`src/rtl/kmk_pkg.sv`:
```
// Shared types and constants for the keyboard mouse-keys translator.
// No dependencies; used by kmk_div and keyboard_mouse_keys_translator.
`default_nettype none
package kmk_pkg;

  localparam int CODE_W  = 9;
  localparam int VALUE_W = 16;
  localparam int HOLD_W  = 10;
  localparam int THR_W   = 8;
  localparam int STEP_W  = 5;
  localparam int BASE_W  = 4;

  localparam logic [HOLD_W-1:0] HOLD_MAX = 10'd1023;

  // key codes
  localparam logic [CODE_W-1:0] KC_OPTION = 9'd357;
  localparam logic [CODE_W-1:0] KC_UP     = 9'd103;
  localparam logic [CODE_W-1:0] KC_DOWN   = 9'd108;
  localparam logic [CODE_W-1:0] KC_LEFT   = 9'd105;
  localparam logic [CODE_W-1:0] KC_RIGHT  = 9'd106;
  localparam logic [CODE_W-1:0] KC_BTN_A  = 9'd107;
  localparam logic [CODE_W-1:0] KC_BTN_B  = 9'd166;
  localparam logic [CODE_W-1:0] KC_BTN_C  = 9'd200;
  localparam logic [CODE_W-1:0] KC_VOLDN  = 9'd74;
  localparam logic [CODE_W-1:0] KC_VOLUP  = 9'd78;
  localparam logic [CODE_W-1:0] KC_SHIFT  = 9'd42;
  localparam logic [CODE_W-1:0] KC_ALT    = 9'd56;

  // mouse button codes
  localparam logic [CODE_W-1:0] BTN_L = 9'd272;
  localparam logic [CODE_W-1:0] BTN_R = 9'd273;
  localparam logic [CODE_W-1:0] BTN_M = 9'd274;

  // motion axis codes
  localparam logic [CODE_W-1:0] AXIS_X = 9'd0;
  localparam logic [CODE_W-1:0] AXIS_Y = 9'd1;

  // host commands
  localparam logic [CODE_W-1:0] CMD_PLAY    = 9'd0;
  localparam logic [CODE_W-1:0] CMD_STOP    = 9'd1;
  localparam logic [CODE_W-1:0] CMD_KB_DN   = 9'd2;
  localparam logic [CODE_W-1:0] CMD_KB_UP   = 9'd3;
  localparam logic [CODE_W-1:0] CMD_LCD_DN  = 9'd4;
  localparam logic [CODE_W-1:0] CMD_LCD_UP  = 9'd5;

  // key values
  localparam logic [1:0] KV_RELEASE = 2'd0;
  localparam logic [1:0] KV_PRESS   = 2'd1;

  // input kinds
  localparam logic KIND_KEY  = 1'b0;
  localparam logic KIND_TICK = 1'b1;

  // config register indexes
  localparam logic REG_STEP_BASE = 1'b0;
  localparam logic REG_ACCEL_THR = 1'b1;

  typedef enum logic [2:0] {
    CLS_KEY  = 3'd0,
    CLS_VERT = 3'd1,
    CLS_HORZ = 3'd2,
    CLS_SYNC = 3'd3,
    CLS_CMD  = 3'd4
  } cls_t;

  // what an accepted item produces
  typedef enum logic [1:0] {
    RK_MOTION,
    RK_KEY,
    RK_CMD
  } res_kind_t;

  typedef enum logic [1:0] {
    S_IDLE,
    S_DIV,
    S_EMIT
  } state_t;

endpackage
`default_nettype wire

```
`src/rtl/kmk_div.sv`:
```
// Serial restoring divider for hold_count / accel_threshold, one quotient bit a cycle.
// Depends on kmk_pkg for widths. Zero divisor acts as one.
`default_nettype none
module kmk_div (
  input  wire logic                      clk,
  input  wire logic                      rst,
  input  wire logic                      start,
  input  wire logic [kmk_pkg::HOLD_W-1:0] dividend,
  input  wire logic [kmk_pkg::THR_W-1:0]  divisor,
  output logic                           done,
  output logic [kmk_pkg::HOLD_W-1:0]      quotient
);

  localparam int STEPS = kmk_pkg::HOLD_W;
  localparam int CNT_W = $clog2(STEPS);

  logic                       busy;
  logic [CNT_W-1:0]           cnt;
  logic [kmk_pkg::THR_W-1:0]  dvs;
  logic [kmk_pkg::THR_W-1:0]  rem;
  logic [kmk_pkg::THR_W:0]    trial;
  logic                       fits;

  assign trial = {rem, quotient[STEPS-1]};
  assign fits  = (trial >= {1'b0, dvs});

  always_ff @(posedge clk) begin
    if (rst) begin
      busy <= 1'b0;
      done <= 1'b0;
      cnt  <= '0;
    end else begin
      done <= 1'b0;
      if (start) begin
        busy <= 1'b1;
        cnt  <= '0;
      end else if (busy) begin
        cnt <= cnt + 1'b1;
        if (cnt == CNT_W'(STEPS - 1)) begin
          busy <= 1'b0;
          done <= 1'b1;
        end
      end
    end
  end

  always_ff @(posedge clk) begin
    if (start) begin
      quotient <= dividend;
      rem      <= '0;
      dvs      <= (divisor == '0) ? kmk_pkg::THR_W'(1) : divisor;
    end else if (busy) begin
      // remainder stays below the divisor, so the difference fits THR_W bits
      rem      <= fits ? kmk_pkg::THR_W'(trial - {1'b0, dvs}) : trial[kmk_pkg::THR_W-1:0];
      quotient <= {quotient[STEPS-2:0], fits};
    end
  end

endmodule
`default_nettype wire

```
`src/rtl/keyboard_mouse_keys_translator.sv`:
```
// Top level of the keyboard mouse-keys translator: decode, state, sequencer, output register.
// Depends on kmk_pkg and kmk_div (serial divider for the acceleration factor).
//
//  channel | valid     | stall      | payload
//  --------+-----------+------------+-------------------------------------------
//  in      | in_valid  | in_stall   | kind, key_code, key_value
//  out     | out_valid | out_stall  | out_class, out_code, out_value, last
//  cfg     | cfg_we    | -          | cfg_index, cfg_data
//
// Motion items are accepted, pass through the serial divider and then give
// three output beats. Key and command items are accepted and give
// one or two beats. Ticks with nothing held, or outside mouse mode, give
// no beats. in_stall is high from accept until the last beat is loaded
// into the output register. Reset is synchronous.
`default_nettype none
module keyboard_mouse_keys_translator (
  input  wire logic                          clk,
  input  wire logic                          rst,
  input  wire logic                          cfg_we,
  input  wire logic                          cfg_index,
  input  wire logic [kmk_pkg::THR_W-1:0]     cfg_data,
  input  wire logic                          in_valid,
  output logic                               in_stall,
  input  wire logic                          kind,
  input  wire logic [kmk_pkg::CODE_W-1:0]    key_code,
  input  wire logic [1:0]                    key_value,
  output logic                               out_valid,
  input  wire logic                          out_stall,
  output logic [2:0]                         out_class,
  output logic [kmk_pkg::CODE_W-1:0]         out_code,
  output logic signed [kmk_pkg::VALUE_W-1:0] out_value,
  output logic                               last
);

  localparam int SW = kmk_pkg::STEP_W;
  localparam int HW = kmk_pkg::HOLD_W;
  localparam int AW = HW + 1;

  // config and state
  logic [kmk_pkg::BASE_W-1:0] step_base;
  logic [kmk_pkg::THR_W-1:0]  accel_threshold;
  logic                       mouse_mode;
  logic                       shift_held;
  logic                       alt_held;
  logic [3:0]                 held;
  logic signed [SW-1:0]       step_x;
  logic signed [SW-1:0]       step_y;
  logic [HW-1:0]              hold_count;

  kmk_pkg::state_t    state, state_next;
  kmk_pkg::res_kind_t res_kind;
  logic [kmk_pkg::CODE_W-1:0] res_code;
  logic [1:0]                 res_val;
  logic [1:0]                 idx, idx_next;

  // decode results
  logic                       mode_n, shift_n, alt_n;
  logic [3:0]                 held_n;
  logic signed [SW-1:0]       sx_n, sy_n;
  logic [HW-1:0]              hold_n;
  logic                       dec_none;
  kmk_pkg::res_kind_t         dec_kind;
  logic [kmk_pkg::CODE_W-1:0] dec_code;
  logic signed [SW-1:0]       sb_pos, sb_neg;

  logic accept, out_free, out_load, div_start, div_done;
  logic [HW-1:0] quotient;

  kmk_pkg::cls_t              r_class;
  logic [kmk_pkg::CODE_W-1:0] r_code;
  logic signed [kmk_pkg::VALUE_W-1:0] r_value;
  logic                       r_last;

  logic [AW-1:0]              acc;
  logic signed [SW-1:0]       step_sel;
  logic signed [16:0]         step_ext, acc_ext;
  logic signed [33:0]         prod;

  assign in_stall = (state != kmk_pkg::S_IDLE);
  assign accept   = in_valid && !in_stall;
  assign out_free = !out_valid || !out_stall;

  assign sb_pos = {1'b0, step_base};
  assign sb_neg = -sb_pos;

  // decode of one item against the current state
  always_comb begin
    mode_n   = mouse_mode;
    shift_n  = shift_held;
    alt_n    = alt_held;
    held_n   = held;
    sx_n     = step_x;
    sy_n     = step_y;
    hold_n   = hold_count;
    dec_none = 1'b0;
    dec_kind = kmk_pkg::RK_KEY;
    dec_code = key_code;
    if (kind == kmk_pkg::KIND_TICK) begin
      if (!mouse_mode || held == 4'd0) begin
        dec_none = 1'b1;
      end else begin
        dec_kind = kmk_pkg::RK_MOTION;
        // down overrides up, right overrides left
        if (held[0]) sy_n = sb_neg;
        if (held[1]) sy_n = sb_pos;
        if (held[2]) sx_n = sb_neg;
        if (held[3]) sx_n = sb_pos;
      end
    end else begin
      if (key_code == kmk_pkg::KC_OPTION && key_value == kmk_pkg::KV_PRESS) mode_n = !mouse_mode;
      if (key_code == kmk_pkg::KC_ALT)   alt_n   = (key_value == kmk_pkg::KV_PRESS);
      if (key_code == kmk_pkg::KC_SHIFT) shift_n = (key_value == kmk_pkg::KV_PRESS);
      if (mode_n) begin
        case (key_code)
          kmk_pkg::KC_UP: begin
            dec_kind  = kmk_pkg::RK_MOTION;
            held_n[0] = (key_value == kmk_pkg::KV_PRESS);
            sy_n      = (key_value == kmk_pkg::KV_RELEASE) ? '0 : sb_neg;
          end
          kmk_pkg::KC_DOWN: begin
            dec_kind  = kmk_pkg::RK_MOTION;
            held_n[1] = (key_value == kmk_pkg::KV_PRESS);
            sy_n      = (key_value == kmk_pkg::KV_RELEASE) ? '0 : sb_pos;
          end
          kmk_pkg::KC_LEFT: begin
            dec_kind  = kmk_pkg::RK_MOTION;
            held_n[2] = (key_value == kmk_pkg::KV_PRESS);
            sx_n      = (key_value == kmk_pkg::KV_RELEASE) ? '0 : sb_neg;
          end
          kmk_pkg::KC_RIGHT: begin
            dec_kind  = kmk_pkg::RK_MOTION;
            held_n[3] = (key_value == kmk_pkg::KV_PRESS);
            sx_n      = (key_value == kmk_pkg::KV_RELEASE) ? '0 : sb_pos;
          end
          kmk_pkg::KC_BTN_A: dec_code = kmk_pkg::BTN_M;
          kmk_pkg::KC_BTN_B: dec_code = kmk_pkg::BTN_R;
          kmk_pkg::KC_BTN_C: dec_code = kmk_pkg::BTN_L;
          default: dec_code = key_code;
        endcase
      end else if (key_value == kmk_pkg::KV_PRESS) begin
        if (key_code == kmk_pkg::KC_BTN_C) begin
          dec_kind = kmk_pkg::RK_CMD;
          dec_code = kmk_pkg::CMD_PLAY;
        end else if (key_code == kmk_pkg::KC_BTN_B) begin
          dec_kind = kmk_pkg::RK_CMD;
          dec_code = kmk_pkg::CMD_STOP;
        end else if (key_code == kmk_pkg::KC_VOLDN && (shift_n || alt_n)) begin
          dec_kind = kmk_pkg::RK_CMD;
          dec_code = shift_n ? kmk_pkg::CMD_KB_DN : kmk_pkg::CMD_LCD_DN;
        end else if (key_code == kmk_pkg::KC_VOLUP && (shift_n || alt_n)) begin
          dec_kind = kmk_pkg::RK_CMD;
          dec_code = shift_n ? kmk_pkg::CMD_KB_UP : kmk_pkg::CMD_LCD_UP;
        end
      end
    end
    // hold counter moves only on motion
    if (dec_kind == kmk_pkg::RK_MOTION) begin
      if (held_n != 4'd0 || sx_n != '0 || sy_n != '0) begin
        hold_n = (hold_count == kmk_pkg::HOLD_MAX) ? hold_count : hold_count + 1'b1;
      end else begin
        hold_n = '0;
      end
    end
  end

  // result beat selection
  assign acc      = AW'(quotient) + AW'(1);
  assign step_sel = (idx == 2'd0) ? step_y : step_x;
  assign step_ext = {{(17-SW){step_sel[SW-1]}}, step_sel};
  assign acc_ext  = {{(17-AW){1'b0}}, acc};
  assign prod     = step_ext * acc_ext;

  always_comb begin
    r_class = kmk_pkg::CLS_SYNC;
    r_code  = '0;
    r_value = '0;
    r_last  = 1'b0;
    case (res_kind)
      kmk_pkg::RK_MOTION: begin
        case (idx)
          2'd0: begin
            r_class = kmk_pkg::CLS_VERT;
            r_code  = kmk_pkg::AXIS_Y;
            r_value = prod[kmk_pkg::VALUE_W-1:0];
          end
          2'd1: begin
            r_class = kmk_pkg::CLS_HORZ;
            r_code  = kmk_pkg::AXIS_X;
            r_value = prod[kmk_pkg::VALUE_W-1:0];
          end
          default: r_last = 1'b1;
        endcase
      end
      kmk_pkg::RK_KEY: begin
        if (idx == 2'd0) begin
          r_class = kmk_pkg::CLS_KEY;
          r_code  = res_code;
          r_value = {{(kmk_pkg::VALUE_W-2){1'b0}}, res_val};
        end else begin
          r_last = 1'b1;
        end
      end
      kmk_pkg::RK_CMD: begin
        r_class = kmk_pkg::CLS_CMD;
        r_code  = res_code;
        r_last  = 1'b1;
      end
      default: r_last = 1'b1;
    endcase
  end

  // sequencer
  always_comb begin
    state_next = state;
    idx_next   = idx;
    div_start  = 1'b0;
    out_load   = 1'b0;
    case (state)
      kmk_pkg::S_IDLE: begin
        idx_next = '0;
        if (accept && !dec_none) begin
          if (dec_kind == kmk_pkg::RK_MOTION) begin
            div_start  = 1'b1;
            state_next = kmk_pkg::S_DIV;
          end else begin
            state_next = kmk_pkg::S_EMIT;
          end
        end
      end
      kmk_pkg::S_DIV: begin
        if (div_done) state_next = kmk_pkg::S_EMIT;
      end
      kmk_pkg::S_EMIT: begin
        if (out_free) begin
          out_load = 1'b1;
          if (r_last) begin
            state_next = kmk_pkg::S_IDLE;
          end else begin
            idx_next = idx + 1'b1;
          end
        end
      end
      default: state_next = kmk_pkg::S_IDLE;
    endcase
  end

  always_ff @(posedge clk) begin
    if (rst) begin
      state <= kmk_pkg::S_IDLE;
      idx   <= '0;
    end else begin
      state <= state_next;
      idx   <= idx_next;
    end
  end

  always_ff @(posedge clk) begin
    if (rst) begin
      step_base       <= 4'd3;
      accel_threshold <= 8'd8;
      mouse_mode      <= 1'b0;
      shift_held      <= 1'b0;
      alt_held        <= 1'b0;
      held            <= '0;
      step_x          <= '0;
      step_y          <= '0;
      hold_count      <= '0;
    end else begin
      if (cfg_we) begin
        if (cfg_index == kmk_pkg::REG_STEP_BASE) begin
          step_base <= cfg_data[kmk_pkg::BASE_W-1:0];
        end else begin
          accel_threshold <= cfg_data;
        end
      end
      if (accept) begin
        mouse_mode <= mode_n;
        shift_held <= shift_n;
        alt_held   <= alt_n;
        held       <= held_n;
        step_x     <= sx_n;
        step_y     <= sy_n;
        hold_count <= hold_n;
      end
    end
  end

  always_ff @(posedge clk) begin
    if (accept) begin
      res_kind <= dec_kind;
      res_code <= dec_code;
      res_val  <= key_value;
    end
  end

  kmk_div u_div (
    .clk      (clk),
    .rst      (rst),
    .start    (div_start),
    .dividend (hold_n),
    .divisor  (accel_threshold),
    .done     (div_done),
    .quotient (quotient)
  );

  // output register
  always_ff @(posedge clk) begin
    if (rst) begin
      out_valid <= 1'b0;
    end else if (out_load) begin
      out_valid <= 1'b1;
    end else if (!out_stall) begin
      out_valid <= 1'b0;
    end
  end

  always_ff @(posedge clk) begin
    if (out_load) begin
      out_class <= r_class;
      out_code  <= r_code;
      out_value <= r_value;
      last      <= r_last;
    end
  end

  a_div_in_wait: assert property (@(posedge clk) disable iff (rst)
    div_done |-> state == kmk_pkg::S_DIV)
    else $error("divider finished outside the divide wait");

  a_last_to_idle: assert property (@(posedge clk) disable iff (rst)
    out_load && r_last |=> !in_stall)
    else $error("sequencer did not return to idle after the final beat");

  a_vert_then_horz: assert property (@(posedge clk) disable iff (rst)
    out_valid && !out_stall && out_class == kmk_pkg::CLS_VERT
    |=> out_valid && out_class == kmk_pkg::CLS_HORZ)
    else $error("vertical motion beat not followed by horizontal beat");

endmodule
`default_nettype wire
```
`config.mk`:
```
export PLATFORM = sky130hd
export DESIGN_NAME = keyboard_mouse_keys_translator
export DESIGN_NICKNAME = d
export VERILOG_FILES = /design/src/rtl/kmk_pkg.sv /design/src/rtl/kmk_div.sv /design/src/rtl/keyboard_mouse_keys_translator.sv
export SDC_FILE = /design/constraint.sdc
export NUM_CORES = 1
export LEC_CHECK = 0
export BUFFER_PORTS_ARGS = -buffer_cell sky130_fd_sc_hd__buf_4
export CORE_MARGIN = 3
export CORE_UTILIZATION = 45
export CTS_BUF_LIST = sky130_fd_sc_hd__clkbuf_8
export CTS_CLUSTER_DIAMETER = 30
export DETAILED_ROUTE_END_ITERATION = 10
export SYNTH_ARGS = -nofsm -noshare
export SYNTH_HDL_FRONTEND = slang
export SYNTH_SLANG_ARGS = --single-unit
```
`constraint.sdc`:
```
create_clock -name clk -period 5.67 [get_ports clk]
set_input_delay 0 -clock clk [delete_from_list [all_inputs] [get_ports clk]]
set_output_delay 0 -clock clk [all_outputs]
set_load 0.02 [all_outputs]
```
== Yosys cells after proc, flatten, opt, wreduce, memory -nomap -nowiden ==
Index checks and enable logic that the tools add are counted.
Storage, ports and cells
  logic and storage cells: 185
  flip-flop bits (word level): 118
  bits of input ports: 26
  output and inout port bits: 31
Cells by class
  reductions and logical operators: 37
  order comparisons: 1
  mux-type cells: 86
  bitwise gates (word level): 3
  $mul: 1
  equal/unequal tests: 26
  add/sub/neg operators: 6
Operators by type and width (number)
  two-way mux 9 bit: 8
  equality test 9 x 7 -> 1 bit (second input constant): 7
  two-way mux 5 bit: 12
  one-hot mux 9 bit (3 select lines): 2
  two-way mux 10 bit: 5
  two-way mux 2 bit: 16
  one-hot mux 16 bit (2 select lines): 1
  two-way mux 1 bit: 28
  one-hot mux 5 bit (2 select lines): 2
  equality test 9 x 6 -> 1 bit (second input constant): 2
  equality test 9 x 8 -> 1 bit (second input constant): 2
  multiplier 5 x 12 -> 16 bit: 1
  two-way mux 16 bit: 1
  two-way mux 4 bit: 3
  adder 10 x 1 -> 11 bit (second input constant): 1
  adder 10 x 1 -> 10 bit (second input constant): 1
  equality test 10 bit (second input constant): 1
  zero test 2 bit: 5
  nonzero test 5 bit: 2
  equality test 9 bit (second input constant): 1
  greater-or-equal comparator 9 x 8 -> 1 bit: 1
  one-hot mux 3 bit (3 select lines): 1
  equality test 2 x 1 -> 1 bit (second input constant): 4
  zero test 8 bit: 1
  26 further kinds: 52

== Depth between registers and ports, before layout ==
  depth in word-level cells: 17
  mapped depth: 23
  gate-level depth less buffers: 21

== Modules after synthesis ==
A second synthesis with hierarchy kept.
Unflattened totals
  cells, all modules: 980
  area, all modules: 8629.5 um2
By module, submodules not included
  keyboard_mouse_keys_translator: area an instance 6825.3 um2, instances 1, sequential area each 2142.1 um2, cells each 804
  kmk_div: area an instance 1804.2 um2, instances 1, sequential area each 820.8 um2, cells each 176

== Least setup slack after synthesis ==
Ideal clock, no wire load.
  path kind: reg2reg
  start: register idx[0]
  end: register out_value[15] in the netlist's numbering, data pin
  setup time: 0.264 ns
  data required time: 5.406 ns
  path slack: 0.426 ns
  path buffers: 2
  cell stages (with the launch flop): 22
  period minus slack after synthesis: 5.244 ns
  arrival time: 4.980 ns
  cell sequence: dfxtp_1 inv_1 ha_1 clkbuf_1 mux2i_1 inv_1 clkbuf_1 nand2_1 fa_1 fa_1 fa_1 inv_1 fa_1 a21o_1 a21o_1 a21o_1 a21o_1 a21oi_1 o21ai_0 o41ai_1 xnor2_1 nor2_1
On the way
  word-level cells in the longest chain between the ends: 5
  elaborated cells on any way between the ends: 7
  those cells by class: mul: 1; eq/ne: 1; mux: 3; reduce/logical: 2
RTL lines
  start: declaration: line keyboard_mouse_keys_translator.sv:54  | logic [1:0] idx, idx_next;
  start signal: assignment: line keyboard_mouse_keys_translator.sv:253  | idx <= idx_next;
  zero test 2 bit: line keyboard_mouse_keys_translator.sv:168, keyboard_mouse_keys_translator.sv:180
  two-way mux 5 bit: line keyboard_mouse_keys_translator.sv:168  | assign step_sel = (idx == 2'd0) ? step_y : step_x;
  multiplier 5 x 12 -> 16 bit: line keyboard_mouse_keys_translator.sv:171  | assign prod = step_ext * acc_ext;
  two-way mux 16 bit (*): line keyboard_mouse_keys_translator.sv:180  | case (idx)
  one-hot mux 16 bit (2 select lines) (*): line keyboard_mouse_keys_translator.sv:178  | case (res_kind)
  via r_value, one bit: line keyboard_mouse_keys_translator.sv:71  | logic signed [kmk_pkg::VALUE_W-1:0] r_value;
  end signal: assignment: line keyboard_mouse_keys_translator.sv:321  | out_value <= r_value;
  end: declaration: line keyboard_mouse_keys_translator.sv:31  | output logic signed [kmk_pkg::VALUE_W-1:0] out_value,
Mark *: on every way through the listed nets, which the timed path passes. The rest lies on a longest branch.
A chain may end at the register's enable or synchronous reset.

== Final worst setup path ==
Same ends and word-level chain as after synthesis.

==> metrics.txt <==
Switching Share=30.95%; post-synth top area share=21.57%; worst skew pair latency=0.44 ns; ANT cells=0; Syn Nets=1044; Internal=1.736 mW; first-pass GRT wire length=31.77 mm; leakage=3.964 nW; CTS tree=done; PortBufs=56; CP required=5.86 ns; number of global-route vias before repair=6495; layout cell share with drive strength beyond 1=12.25%; Max Cap Viol=0; nets=1102; count of final setup violators=0; initial DRC count=508; sequential share of power=40.5%; DP Area=0.008947 mm2; routability cong.=0.8773; crit path capture type=flop; worst setup path category=reg -> reg; Synth Flop Type=edfxtp_1; Worst setup SP type=flop; Post-Syn Area=0.008353 mm2; design area=0.009612 mm2; vias per cell=5.414; most frequent cells in the layout=112 x nor2_1, 89 x inv_1, 71 x buf_4; Post-synth EDFFs=60; CTS max path bufs=2; Hold Crit Class=in -> reg; die width=142.2 um; grt ovf=0; Area growth, synth to finish=15.07%; mean area per synthesized cell=8.877 um2; total track usage=19.19%; synth unique cells=71; H-tree depth=4; DR DRC count=0; ANT nets after route=0; die height=142.2 um; post-synth top area cell=edfxtp_1; Clock Sink Count=118; Initial Util=46.18%; Slew Viols, Final=0; #FFs+latches synth=118; initial antenna violation count=0; Hold Fails Final Rpt=0; maximum clock frequency=0.1869 GHz; asr flop ratio synth=0%; CP arrival=5.54 ns; crit-path max FO=11; final setup margin=0.3192 ns; peak supply drop=0.1977 mV; cell row count=49; die area=0.02023 mm2; Root Buffer=clkbuf_8; Setup TNS Final=0 ns; Reg clk slew, reported paths=0.08 ns; largest net degree at the start of global routing=55; HPWL Detailed=13.91 mm; clock power share=32.9%; worst hold slack=0.03639 ns; Syn Inst Count=941; commonest non-fill, non-tap cell in the layout=nor2_1; drt total wl=18.80 mm; fin crit period=5.351 ns; status=finished clean; synth top area cells=edfxtp_1 22%, dfxtp_1 14%, ha_1 7.2%, fa_1 7.0%, nor2_1 5.0%; Num CTS Buffers=17; io pins=57; Slew headroom=37.56%; YS warnings=0; P_sw=0.7783 mW; Core Region=0.01809 mm2; Slew @ Worst Pin=0.9299 ns; Final Power=2.514 mW; PwrDens=261.6 mW/mm2; Seq/Total Area, Yosys=35.47%; pre-CTS setup slack=0.1911 ns; clock skew=0.01357 ns; period utilization=94.37%; Via Count=6719; Comb pwr share=26.7%; router iterations before antenna repair=5; filler cell count=1709; drt wl/cell=15.15 um
-- power by group through the flow --
stage	logic (mW)	registers [mW]	clock network (mW)
after floorplan	0.491	1.03	0
after global placement	0.649	1.04	0
after detailed placement	0.659	1.04	0
after CTS	0.677	1.02	0.847
after global routing	0.766	1.03	0.879
final	0.671	1.02	0.826
-- kinds of logic after synthesis --
logic type | count (synthesis) | share of synthesized area [%]
flip-flops | 118 | 35.47
buffers and inverters | 143 | 6.740
XOR/XNOR | 36 | 3.775
adder cells (fa/ha/maj) | 77 | 14.14
AO/OA/AOI/OAI | 193 | 15.38
multiplexers | 20 | 2.412
AND/OR/NAND/NOR | 354 | 22.08
-- path summary, 6_finish.rpt --
| kind | start | to | slack (ns) | cells past startpoint |
|---|---|---|---|---|
| worst max register to register | idx[0] | out_value[15] | 0.32 | 19 |
| worst min-delay path | rst | held[1] | 0.04 | 2 |
| worst max-delay path | idx[0] | out_value[15] | 0.32 | 19 |
| worst min register to register | accel_threshold[0] | accel_threshold[0] | 0.46 | 2 |
-- Yosys cell counts, drive strengths merged (21+ instances only) --
master  number
nor2       113
inv         87
nand2       64
edfxtp      60
dfxtp       58
ha          48
a21oi       46
clkbuf      45
o21ai       37
and2        32
fa          29
nand3       25
xnor2       21
-- flip-flops by register name (all words and copies together), names as in the netlist, 2 cells and up --
| register | cells |
|---|---|
| out_value | 16 |
| hold_count | 10 |
| u_div.quotient | 10 |
| out_code | 9 |
| res_code | 9 |
| accel_threshold | 8 |
| u_div.dvs | 8 |
| u_div.rem | 8 |
| step_x | 5 |
| step_y | 5 |
| held | 4 |
| step_base | 4 |
| u_div.cnt | 4 |
| out_class | 3 |
| idx | 2 |
| res_kind | 2 |
| res_val | 2 |
| state | 2 |
-- layer usage --
| layer | share of wire (%) | wire (um) | global-route usage [%] | vias up |
|---|---|---|---|---|
| li1 | - | - | - | 3402 |
| met1 | 49 | 9203 | 26.66 | 3118 |
| met2 | 45 | 8404 | 30.34 | 179 |
| met3 | 5.1 | 963 | 4.200 | 20 |
| met4 | 1.2 | 229 | 5.404 | 0 |
| met5 | 0 | 0 | 0 | - |
-- cell type report --
cell class,count,area [um2],share of cell area [%]
multi-input combinational,680,4841,50.36
sequential,118,2963,30.83
timing repair buffer,95,773.2,8.045
inverter,87,326.6,3.398
tap,229,286.5,2.981
clock buffer,17,234.0,2.434
clock inverter,15,187.7,1.953
-- critical path: stages (launching register included) --
cell     delay, ns
dfxtp_1       0.35
inv_1         0.09
ha_2          0.31
mux2i_1       0.34
inv_1         0.23
nand2_1       0.15
fa_1          0.42
fa_1          0.53
fa_1          0.54
inv_1         0.07
fa_1          0.45
a21o_1        0.17
a21o_1        0.19
a21o_1        0.17
a21o_1        0.19
a21oi_1       0.20
o21ai_0       0.15
o41ai_1       0.32
xnor2_1       0.17
nor2_1        0.05
-- repair_timing --
action	4_1_cts	5_1_grt
gates resized for setup	0	1
hold buffers	24	0
buffers inserted	0	0
endpoints found under the setup margin	0	2
hold endpoints to repair	22	0
-- metrics by stage --
step           std cells  utilization [%]
3_3_place_gp        1185            49.47
6_report            1241            53.14
5_1_grt             1241            53.14
3_5_place_dp        1185            49.47
2_1_floorplan        941                -
4_1_cts             1241            53.13
Note: power is estimated with default switching activity, not from simulation.
